**config.mk**
```make
export PLATFORM = sky130hd
export DESIGN_NAME = dotted_quad_ipv4_parser
export DESIGN_NICKNAME = d
export VERILOG_FILES = /design/src/rtl/dqp_pkg.sv /design/src/rtl/dqp_step.sv /design/src/rtl/dotted_quad_ipv4_parser.sv
export SDC_FILE = /design/constraint.sdc
export NUM_CORES = 1
export LEC_CHECK = 0
export BUFFER_PORTS_ARGS = -buffer_cell sky130_fd_sc_hd__buf_4
export CAP_MARGIN = 10
export CORE_UTILIZATION = 55
export DETAILED_ROUTE_END_ITERATION = 16
export HOLD_SLACK_MARGIN = 0.02
export PLACE_DENSITY = 0.75
export SLEW_MARGIN = 40
export SYNTH_ARGS = -nofsm -noshare
export SYNTH_HDL_FRONTEND = slang
export SYNTH_HIERARCHICAL = 1
export SYNTH_SLANG_ARGS = --single-unit
```
**constraint.sdc**
```tcl
create_clock -name clk -period 4.5 [get_ports clk]
set_input_delay 1.35 -clock clk [delete_from_list [all_inputs] [get_ports clk]]
set_output_delay 1.35 -clock clk [all_outputs]
set_load 0.05 [all_outputs]
```
**src/rtl/dqp_pkg.sv**
```systemverilog
// ----------------------------------------------------------------------------
// dqp_pkg: shared types and character codes for the dotted-quad parser
// Beat payloads, parser state, and the per-character update function.
// ----------------------------------------------------------------------------
package dqp_pkg;

	// Character codes
	localparam logic [7:0] CH_NUL   = 8'h00;
	localparam logic [7:0] CH_TAB   = 8'h09;
	localparam logic [7:0] CH_LF    = 8'h0A;
	localparam logic [7:0] CH_CR    = 8'h0D;
	localparam logic [7:0] CH_SPACE = 8'h20;
	localparam logic [7:0] CH_DOT   = 8'h2E;
	localparam logic [7:0] CH_ZERO  = 8'h30;
	localparam logic [7:0] CH_NINE  = 8'h39;

	localparam logic [11:0] OCTET_MAX = 12'd255;
	localparam logic [1:0]  LAST_IDX  = 2'd3;

	typedef enum logic [3:0] {
		PH_SKIP    = 4'b0001,
		PH_START   = 4'b0010,
		PH_DIGITS  = 4'b0100,
		PH_DECIDED = 4'b1000
	} dqp_phase_t;

	typedef struct packed {
		logic [7:0] ch;
		logic       is_last;
	} dqp_in_t;

	typedef struct packed {
		logic [7:0] octet_a;
		logic [7:0] octet_b;
		logic [7:0] octet_c;
		logic [7:0] octet_d;
		logic       failed;
	} dqp_out_t;

	typedef struct packed {
		dqp_phase_t      phase;
		logic [1:0]      idx;
		logic [7:0]      acc;
		logic [2:0][7:0] done;
		logic            failed;
	} dqp_state_t;

	localparam dqp_state_t STATE_RESET = '{
		phase:  PH_SKIP,
		idx:    2'd0,
		acc:    8'd0,
		done:   24'd0,
		failed: 1'b0
	};

	// Advance the parser by one character.
	function automatic dqp_state_t feed(dqp_state_t st, logic [7:0] c);
		dqp_state_t  nx;
		logic        is_dig;
		logic        is_term;
		logic        start;
		logic [3:0]  dig;
		logic [7:0]  dig8;
		logic [11:0] v;
		nx      = st;
		start   = 1'b0;
		is_dig  = (c >= CH_ZERO) && (c <= CH_NINE);
		is_term = (c == CH_NUL) || (c == CH_SPACE) || (c == CH_TAB) ||
		          (c == CH_CR) || (c == CH_LF);
		dig8    = c - CH_ZERO;
		dig     = dig8[3:0];
		v       = {1'b0, st.acc, 3'b000} + {3'b000, st.acc, 1'b0} + {8'd0, dig};
		unique case (st.phase)
			PH_SKIP: begin
				if (!((c == CH_SPACE) || (c == CH_TAB)))
					start = 1'b1;
			end
			PH_START: start = 1'b1;
			PH_DIGITS: begin
				if (is_dig) begin
					if (v > OCTET_MAX) begin
						nx.failed = 1'b1;
						nx.phase  = PH_DECIDED;
					end else begin
						nx.acc = v[7:0];
					end
				end else if (st.idx != LAST_IDX) begin
					if (c != CH_DOT) begin
						nx.failed = 1'b1;
						nx.phase  = PH_DECIDED;
					end else begin
						nx.done[st.idx] = st.acc;
						nx.idx          = st.idx + 2'd1;
						nx.acc          = 8'd0;
						nx.phase        = PH_START;
					end
				end else begin
					nx.failed = !is_term;
					nx.phase  = PH_DECIDED;
				end
			end
			PH_DECIDED: ;
			default: ;
		endcase
		if (start) begin
			if (!is_dig) begin
				nx.failed = 1'b1;
				nx.phase  = PH_DECIDED;
			end else begin
				nx.acc   = {4'd0, dig};
				nx.phase = PH_DIGITS;
			end
		end
		return nx;
	endfunction

endpackage

```
**src/rtl/dqp_step.sv**
```systemverilog
// ----------------------------------------------------------------------------
// dqp_step: per-beat parser update
// Feeds one character, closes the string with an implied NUL on the last
// beat, and forms the result and the next state.
// ----------------------------------------------------------------------------
module dqp_step (
	input  dqp_pkg::dqp_state_t cur,
	input  dqp_pkg::dqp_in_t    beat,
	output dqp_pkg::dqp_state_t nxt,
	output dqp_pkg::dqp_out_t   res
);

	dqp_pkg::dqp_state_t mid;
	dqp_pkg::dqp_state_t fin;

	assign mid = dqp_pkg::feed(cur, beat.ch);
	assign fin = dqp_pkg::feed(mid, dqp_pkg::CH_NUL);

	// A string that ends before the verdict is decided gets the implied NUL.
	always_comb begin
		if (fin.failed) begin
			res = '{octet_a: 8'd0, octet_b: 8'd0, octet_c: 8'd0, octet_d: 8'd0,
			        failed: 1'b1};
		end else begin
			res = '{octet_a: fin.done[0], octet_b: fin.done[1], octet_c: fin.done[2],
			        octet_d: fin.acc, failed: 1'b0};
		end
	end

	// Drop back to the idle state after the last beat.
	assign nxt = beat.is_last ? dqp_pkg::STATE_RESET : mid;

endmodule

```
**src/rtl/dotted_quad_ipv4_parser.sv**
```systemverilog
// ----------------------------------------------------------------------------
// dotted_quad_ipv4_parser: streaming dotted-decimal IPv4 address parser
// Takes one character per input beat, returns one address verdict per string.
// ----------------------------------------------------------------------------
// Usage:
//   Input channel (in_valid / in_ready / in_data) carries one character per
//   beat plus is_last, which marks the final character of a string. Leading
//   spaces and tabs are skipped; four dot-separated decimal octets follow,
//   ended by NUL, space, tab, CR, LF or the end of the string.
//   Output channel (out_valid / out_ready / out_data) carries one beat per
//   string, produced by the is_last character: four octets and failed. On a
//   malformed or out-of-range string, failed is set and all octets are zero.
//   Throughput: one character per cycle, except while a last character waits
//   on a blocked result (see Stall). The parser state is updated as a beat
//   leaves the input register; the result beat of its last character is
//   written to the result register, which drives out_valid.
//   Stall: while a result waits on out_ready, non-final characters still flow;
//   the next last character holds in the input register, and in_ready drops,
//   until the waiting result is taken.
//   Reset: arst_n clears both registers' valid flags and returns the parser to
//   skipping leading whitespace.
// ----------------------------------------------------------------------------
module dotted_quad_ipv4_parser (
	input  logic                clk,
	input  logic                arst_n,
	input  logic                in_valid,
	output logic                in_ready,
	input  dqp_pkg::dqp_in_t    in_data,
	output logic                out_valid,
	input  logic                out_ready,
	output dqp_pkg::dqp_out_t   out_data
);

	logic                s1_valid_s1;
	dqp_pkg::dqp_in_t    s1_data_s1;
	logic                s1_adv;
	dqp_pkg::dqp_state_t state_q;
	dqp_pkg::dqp_state_t state_nxt;
	dqp_pkg::dqp_out_t   res;
	logic                out_valid_q;
	dqp_pkg::dqp_out_t   out_data_q;

	// Advance the input register unless its beat would produce a result that
	// has nowhere to go.
	assign s1_adv   = s1_valid_s1 && (!s1_data_s1.is_last || !out_valid_q || out_ready);
	assign in_ready = !s1_valid_s1 || s1_adv;

	// Input register
	always_ff @(posedge clk or negedge arst_n) begin
		if (!arst_n) begin
			s1_valid_s1 <= 1'b0;
		end else if (in_valid && in_ready) begin
			s1_valid_s1 <= 1'b1;
		end else if (s1_adv) begin
			s1_valid_s1 <= 1'b0;
		end
	end

	always_ff @(posedge clk) begin
		if (in_valid && in_ready)
			s1_data_s1 <= in_data;
	end

	dqp_step u_step (
		.cur  (state_q),
		.beat (s1_data_s1),
		.nxt  (state_nxt),
		.res  (res)
	);

	// Parser state
	always_ff @(posedge clk or negedge arst_n) begin
		if (!arst_n) begin
			state_q <= dqp_pkg::STATE_RESET;
		end else if (s1_adv) begin
			state_q <= state_nxt;
		end
	end

	// Result register
	always_ff @(posedge clk or negedge arst_n) begin
		if (!arst_n) begin
			out_valid_q <= 1'b0;
		end else if (s1_adv && s1_data_s1.is_last) begin
			out_valid_q <= 1'b1;
		end else if (out_ready) begin
			out_valid_q <= 1'b0;
		end
	end

	always_ff @(posedge clk) begin
		if (s1_adv && s1_data_s1.is_last)
			out_data_q <= res;
	end

	assign out_valid = out_valid_q;
	assign out_data  = out_data_q;

	// Assertions
	a_reset_after_last: assert property (@(posedge clk) disable iff (!arst_n)
		(s1_adv && s1_data_s1.is_last) |=> (state_q == dqp_pkg::STATE_RESET))
		else $error("parser state not cleared after last beat");

	a_stall_cause: assert property (@(posedge clk) disable iff (!arst_n)
		!in_ready |-> (s1_valid_s1 && s1_data_s1.is_last && out_valid_q && !out_ready))
		else $error("input stalled without a blocked result");

	a_fail_zero: assert property (@(posedge clk) disable iff (!arst_n)
		(out_valid_q && out_data_q.failed) |->
		(out_data_q.octet_a == 8'd0 && out_data_q.octet_b == 8'd0 &&
		 out_data_q.octet_c == 8'd0 && out_data_q.octet_d == 8'd0))
		else $error("failed result carries nonzero octets");

endmodule
```
; After elaboration in Yosys (flattened, before gate mapping)
; Cells that the tools add are included.
[op_classes]
div_mod_pow = 0
add_sub_neg = 4
order_cmp = 5
eq_ne = 13
n_reduce_logical = 21
mul = 0
shifts = 0
muxes = 36
bitwise_logic = 0
[op_table]
columns = op, n
row1 = 39-bit two-way mux, 2
row2 = 34-bit two-way mux, 2
row3 = 8-bit two-way mux, 5
row4 = 24-bit bitwise mux, 1
row5 = 8-bit by 4-bit equality test with 1-bit output (second input constant), 3
row6 = 24-bit two-way mux, 1
row7 = 4-bit two-way mux, 6
row8 = 8-bit demux with 2-bit select, 1
row9 = 1-bit two-way mux, 16
row10 = 11-bit by 9-bit adder with 12-bit output, 1
row11 = 12-bit by 4-bit adder with 12-bit output, 1
row12 = 12-bit by 8-bit greater-than comparator with 1-bit output (second input constant), 1
row13 = 4-bit by 1-bit equality test with 1-bit output (second input constant), 2
row14 = 4-bit by 2-bit equality test with 1-bit output (second input constant), 2
row15 = 4-bit by 3-bit equality test with 1-bit output (second input constant), 2
row16 = 8-bit by 6-bit equality test with 1-bit output (second input constant), 1
row17 = 8-bit by 6-bit greater-or-equal comparator with 1-bit output (second input constant), 1
row18 = 8-bit by 6-bit less-or-equal comparator with 1-bit output (second input constant), 1
row19 = 8-bit logical NOT, 1
row20 = 1-bit logical OR, 8
row21 = 8-bit by 6-bit != test with 1-bit output (second input constant), 1
row22 = 1-bit logical AND, 5
row23 = 1-bit logical NOT, 4
row24 = 2-bit != test (second input constant), 2
row25 = 8 further kinds, 9
[totals]
output_inout_bits = 35
wordCells = 95
memories = 0
in_bits = 13
mem_bits_rw = 0
latch_bits = 0
rom_bits = 0
ff_bits = 83

; Depth between registers and ports, before layout
[logic_depth]
depth_word = 15
ltp_mapped = 15
ltp_nobuf = 14

; Cells and area by module
; The synthesis kept the hierarchy.
[by_module_without_submodules]
columns = mod, instances, area_per_inst_um2, cells_per_inst, seq_area_each_um2
row1 = dotted_quad_ipv4_parser, 1, 3543.4, 275, 2288.4
row2 = dqp_step, 1, 1855.5, 278, 0.0

; Least setup slack after synthesis
; Ideal clock, no wire load.
[synth_path]
kind = register to register
start = reg state_q[25] (netlist name)
end = reg out_data_q (netlist bit out_data[7]) (data pin)
arrival_ns = 3.397
synth_period_minus_slack_ns = 3.669
setup_slack_ns = 0.831
n_path_buf = 1
required_ns = 4.228
setup_time_ns = 0.272
stages_incl_launch_ff = 14
cell_sequence = dfrtp_1 inv_1 fa_1 inv_1 fa_1 a211oi_1 o21ai_0 mux2i_1 a211oi_2 nor3b_2 a2bb2oi_4 a221oi_4 buf_6 nor4_1
[synth_via]
elab_chain_cells = 11
word_cells_on_any_way = 22
cone_classes = add/sub (2) / order compare (1) / eq/ne (3) / mux (15) / reduce/logical (1)
[synth_lines]
columns = item, line_no
row1 = start: declaration, dotted_quad_ipv4_parser.sv:37  ; dqp_pkg::dqp_state_t state_q;
row2 = start signal: assignment, dotted_quad_ipv4_parser.sv:74  ; state_q <= dqp_pkg::STATE_RESET;
row3 = start signal: assignment, dotted_quad_ipv4_parser.sv:76  ; state_q <= state_nxt;
row4 = 11-bit by 9-bit adder with 12-bit output *, dqp_pkg.sv:72  ; v = {1'b0, st.acc, 3'b000} + {3'b000, st.acc, 1'b0} + {8'd0, dig};
row5 = 12-bit by 4-bit adder with 12-bit output *, dqp_pkg.sv:72
row6 = 12-bit by 8-bit greater-than comparator with 1-bit output, dqp_pkg.sv:81  ; if (v > OCTET_MAX) begin
row7 = 4-bit two-way mux, dqp_pkg.sv:81
row8 = 4-bit two-way mux, dqp_pkg.sv:80  ; if (is_dig) begin
row9 = 39-bit two-way mux *, dqp_pkg.sv:73  ; unique case (st.phase)
row10 = 4-bit two-way mux, dqp_pkg.sv:105  ; if (start) begin
row11 = 4-bit by 2-bit equality test with 1-bit output or 4-bit by 1-bit equality test with 1-bit output (tied branches), dqp_pkg.sv:73
row12 = 2-bit OR reduction (no source line), n/a
row13 = 1-bit two-way mux, n/a
row14 = 1-bit two-way mux, dqp_pkg.sv:105
row15 = end signal: assignment, dotted_quad_ipv4_parser.sv:93  ; out_data_q <= res;
row16 = end: declaration, dotted_quad_ipv4_parser.sv:41  ; dqp_pkg::dqp_out_t out_data_q;
; Mark *: on every way between the ends. The rest lies on a longest branch, timed or not.
; A chain may end at the register's enable or synchronous reset.

; Final worst setup path
[layout_path]
start = reg state_q[25] (netlist name)
end = reg out_data_q (netlist bit out_data[9]) (data pin)
[layout_via]
elab_chain_cells = 11
word_cells_on_any_way = 22
cone_classes = add/sub (2) / order compare (1) / eq/ne (3) / mux (15) / reduce/logical (1)
[layout_lines]
columns = item, line_no
row1 = 11-bit by 9-bit adder with 12-bit output, dqp_pkg.sv:72
row2 = 12-bit by 4-bit adder with 12-bit output, dqp_pkg.sv:72
row3 = 12-bit by 8-bit greater-than comparator with 1-bit output, dqp_pkg.sv:81
row4 = 4-bit two-way mux, dqp_pkg.sv:81
row5 = 4-bit two-way mux, dqp_pkg.sv:80
row6 = 39-bit two-way mux *, dqp_pkg.sv:73
row7 = 4-bit two-way mux, dqp_pkg.sv:105
row8 = 4-bit by 2-bit equality test with 1-bit output or 4-bit by 1-bit equality test with 1-bit output (tied branches), dqp_pkg.sv:73
row9 = 2-bit OR reduction (no source line), n/a
row10 = 1-bit two-way mux, n/a
row11 = 1-bit two-way mux, dqp_pkg.sv:105
; Marks and branches as above.

==> flow_summary.ini <==
[setup_path]
worstPathCellList = inv_1, fa_1, inv_1, fa_1, a211oi_1, nor2_1, a31oi_1, nand4_1, o21ai_4, o21ai_0, a31oi_2, buf_4, nor3_1
critPathTopFamily = compound AO/OA/AOI/OAI gates
cp_slowest_stage_delay_ps = 540
rr_endpoint = out_data[9]
path_buf_inv = 3
end_kind = flip-flop
cp_slowest_cell = fa_1
path_max_fanout = 16
cp.arrival_ps = 4280
required_ps = 4600
r2r_start = state_q[25]
worstRegToRegCells = 13
critPathLaunchType = flip-flop
r2r_slack_ps = 310
crit_type = reg -> reg

[sta]
tightest_slew_ps = 794.5
finalClockSkew_ps = 13.41
drv_slew = 0
max_freq_ghz = 0.2388
timing_hold_violations_final = 0
min_period_over_period = 0.9306
fin_ws_ps = 312.2
fin_crit_ps = 4188
relSlewSlack = 0.4704
rsz0062_at_grt = false
setup_viol = 0
tns_ps = 0

[placed_design]
post-place-ws_ps = 355.4
port_buffers = 47
place_area_um2 = 5783
place.gp.congestion = 0.9177
hpwl_um = 8135

[die]
fp.coreArea_um2 = 9371
placementRows = 35
io-pin-count = 48
start_util = 0.5761
dieArea_um2 = 10220
die_y_um = 101.1
die-width_um = 101.1

[layout]
drive_gt1_frac = 0.1835
multi_input_area_um2 = 2824
nFillCells = 800
syn_to_final_growth_pct = 10.80
final_area_um2 = 5982
seq_area_um2 = 2290
num-nets-final = 612
diodes = 0

[grt]
grt_pass1_wl_um = 20990
grt-ovfl-total = 0
grt_usage = 0.2643
grt_max_degree = 81
grt_pass1_vias = 4174
antenna_found_initial = 0

[detailed_routing]
wirelength_um = 12760
via_per_inst = 6.209
vias = 4421
wl_per_cell_um = 17.92
dr.pass1.iters = 5
ant_nets = 0
drc = 0
first_iter_violations = 316

[power]
power_mw = 1.821
ir_drop_mv = 0.1801
leakage_nw = 2.417
p_per_area_nw_per_um2 = 304.3

[clock_network]
cts_inserted_buffers = 9
clockBufferDepth = 2
cts-root-buf = clkbuf_8
cts_resized = 0
clk_latency_ps = 350
cts_max_level = 3
cts_tree = built
clkSlewWorstSetupHoldPaths_ps = 100
cts-hold-fix-buffers = 0
postCtsSetupBuffers = 0
clock-sinks = 83

[worst_hold_path]
holdPathStages = 2
hp-start = state_q[18]
hold_path_end = state_q[18]
hold_class = reg -> reg

[synth]
synth_seq_cells = 83
synth-main-ff-cell = edfxtp_1
synth.top_cells.by_count = nand2_1, nor2_1, edfxtp_1
netlist_area_um2 = 5399
synth_seq_area_share = 0.4239
ys_types = 56
synth_cells = 553
synth.avg_cell_area_um2 = 9.763
synth_top_area_cell = edfxtp_1
synth-async-reset-ratio = 0.4940
yosysWarnings = 6
yosysTopAreaCellShare = 0.2336
synth_edf_count = 42
netlist_top_cells_area = edfxtp_1, dfrtp_1, nand4b_1
synth_fp_nets = 587

[run_status]
status = completed

[run]
cap_violations = 0
==> worst max path at each step <==
stage                              to  depth (start not counted)   startpoint
final                     out_data[9]                         13  state_q[25]
after global routing      out_data[2]                         13  state_q[25]
after CTS                 out_data[9]                         13  state_q[25]
after detailed placement  out_data[2]                         13  state_q[25]
after global placement    out_data[2]                         13  state_q[25]
after floorplan           out_data[7]                         13  state_q[25]
==> cell usage in the layout (no fill, tap or decap), types with 3 or more instances in the layout <==
cell	n
nor4_1	6
a211oi_1	4
nor2_1	55
clkbuf_8	9
o211ai_1	32
edfxtp_1	42
and3_1	3
dfrtp_1	39
o21ai_0	9
nand2_1	56
buf_4	57
nor3_2	6
xnor2_1	3
mux2i_1	25
nor3_1	32
o211ai_2	10
nand2b_1	40
nand3_1	5
a21oi_1	22
ha_1	19
nand4b_1	40
inv_1	14
nor3b_1	3
==> sequential cells by signal, indices dropped and copies added, names as in the netlist <==
signal and flops:
s1_data_s1 9, out_data 33, s1_valid_s1 1, state_q 39, out_valid 1
==> cells by family (layout without fill, tap and decap cells) <==
logic type | count (synthesis) | after routing | synth area share
muxes | 25 | 25 | 0.04635
AOI/OAI and AO/OA | 98 | 98 | 0.1458
DFF | 83 | 83 | 0.4239
adders and majority gates | 21 | 21 | 0.05145
xor gates and xnor gates | 4 | 4 | 0.006490
buffers and inverters | 60 | 90 | 0.05353
and+or+nand+nor | 262 | 262 | 0.2725
==> worst min-delay path: cells and delay by family (launching register included) <==
kind,cells,cell delay (ps)
DFF,1,380
and+or+nand+nor,1,60
AOI/OAI and AO/OA,1,70
==> layout make-up <==
cell class / count / area share
Inverter: 16 / 0.01004
Multi-Input combinational cell: 410 / 0.4721
Clock inverter: 7 / 0.01255
Sequential cell: 83 / 0.3828
Timing Repair Buffer: 58 / 0.07488
Tap cell: 129 / 0.02698
Clock buffer: 9 / 0.02071
==> where the power goes <==
part / switching (mW) / total [mW] / internal [mW]
combinational: 0.289 / 0.417 / 0.128
sequential: 0.0236 / 0.855 / 0.832
clock: 0.289 / 0.549 / 0.260
==> metrics by stage <==
step / util / hold WS [ps] / std cells
detailed placement: 0.6171 / 525.1 / 696
CTS: 0.6383 / 545.3 / 712
finish: 0.6383 / 548.8 / 712
global placement: 0.6171 / 509.2 / 696
floorplan: - / 495.2 / 553
global route: 0.6383 / 566.8 / 712
==> per-layer routing <==
metal	up-vias	track usage	wire length, um
met4	0	0.09253	220
met5	-	0	0
met3	16	0.04993	784
met2	178	0.4328	6188
li1	2070	-	-
met1	2157	0.3509	5564
No activity file was read; power rests on OpenSTA's default activity.
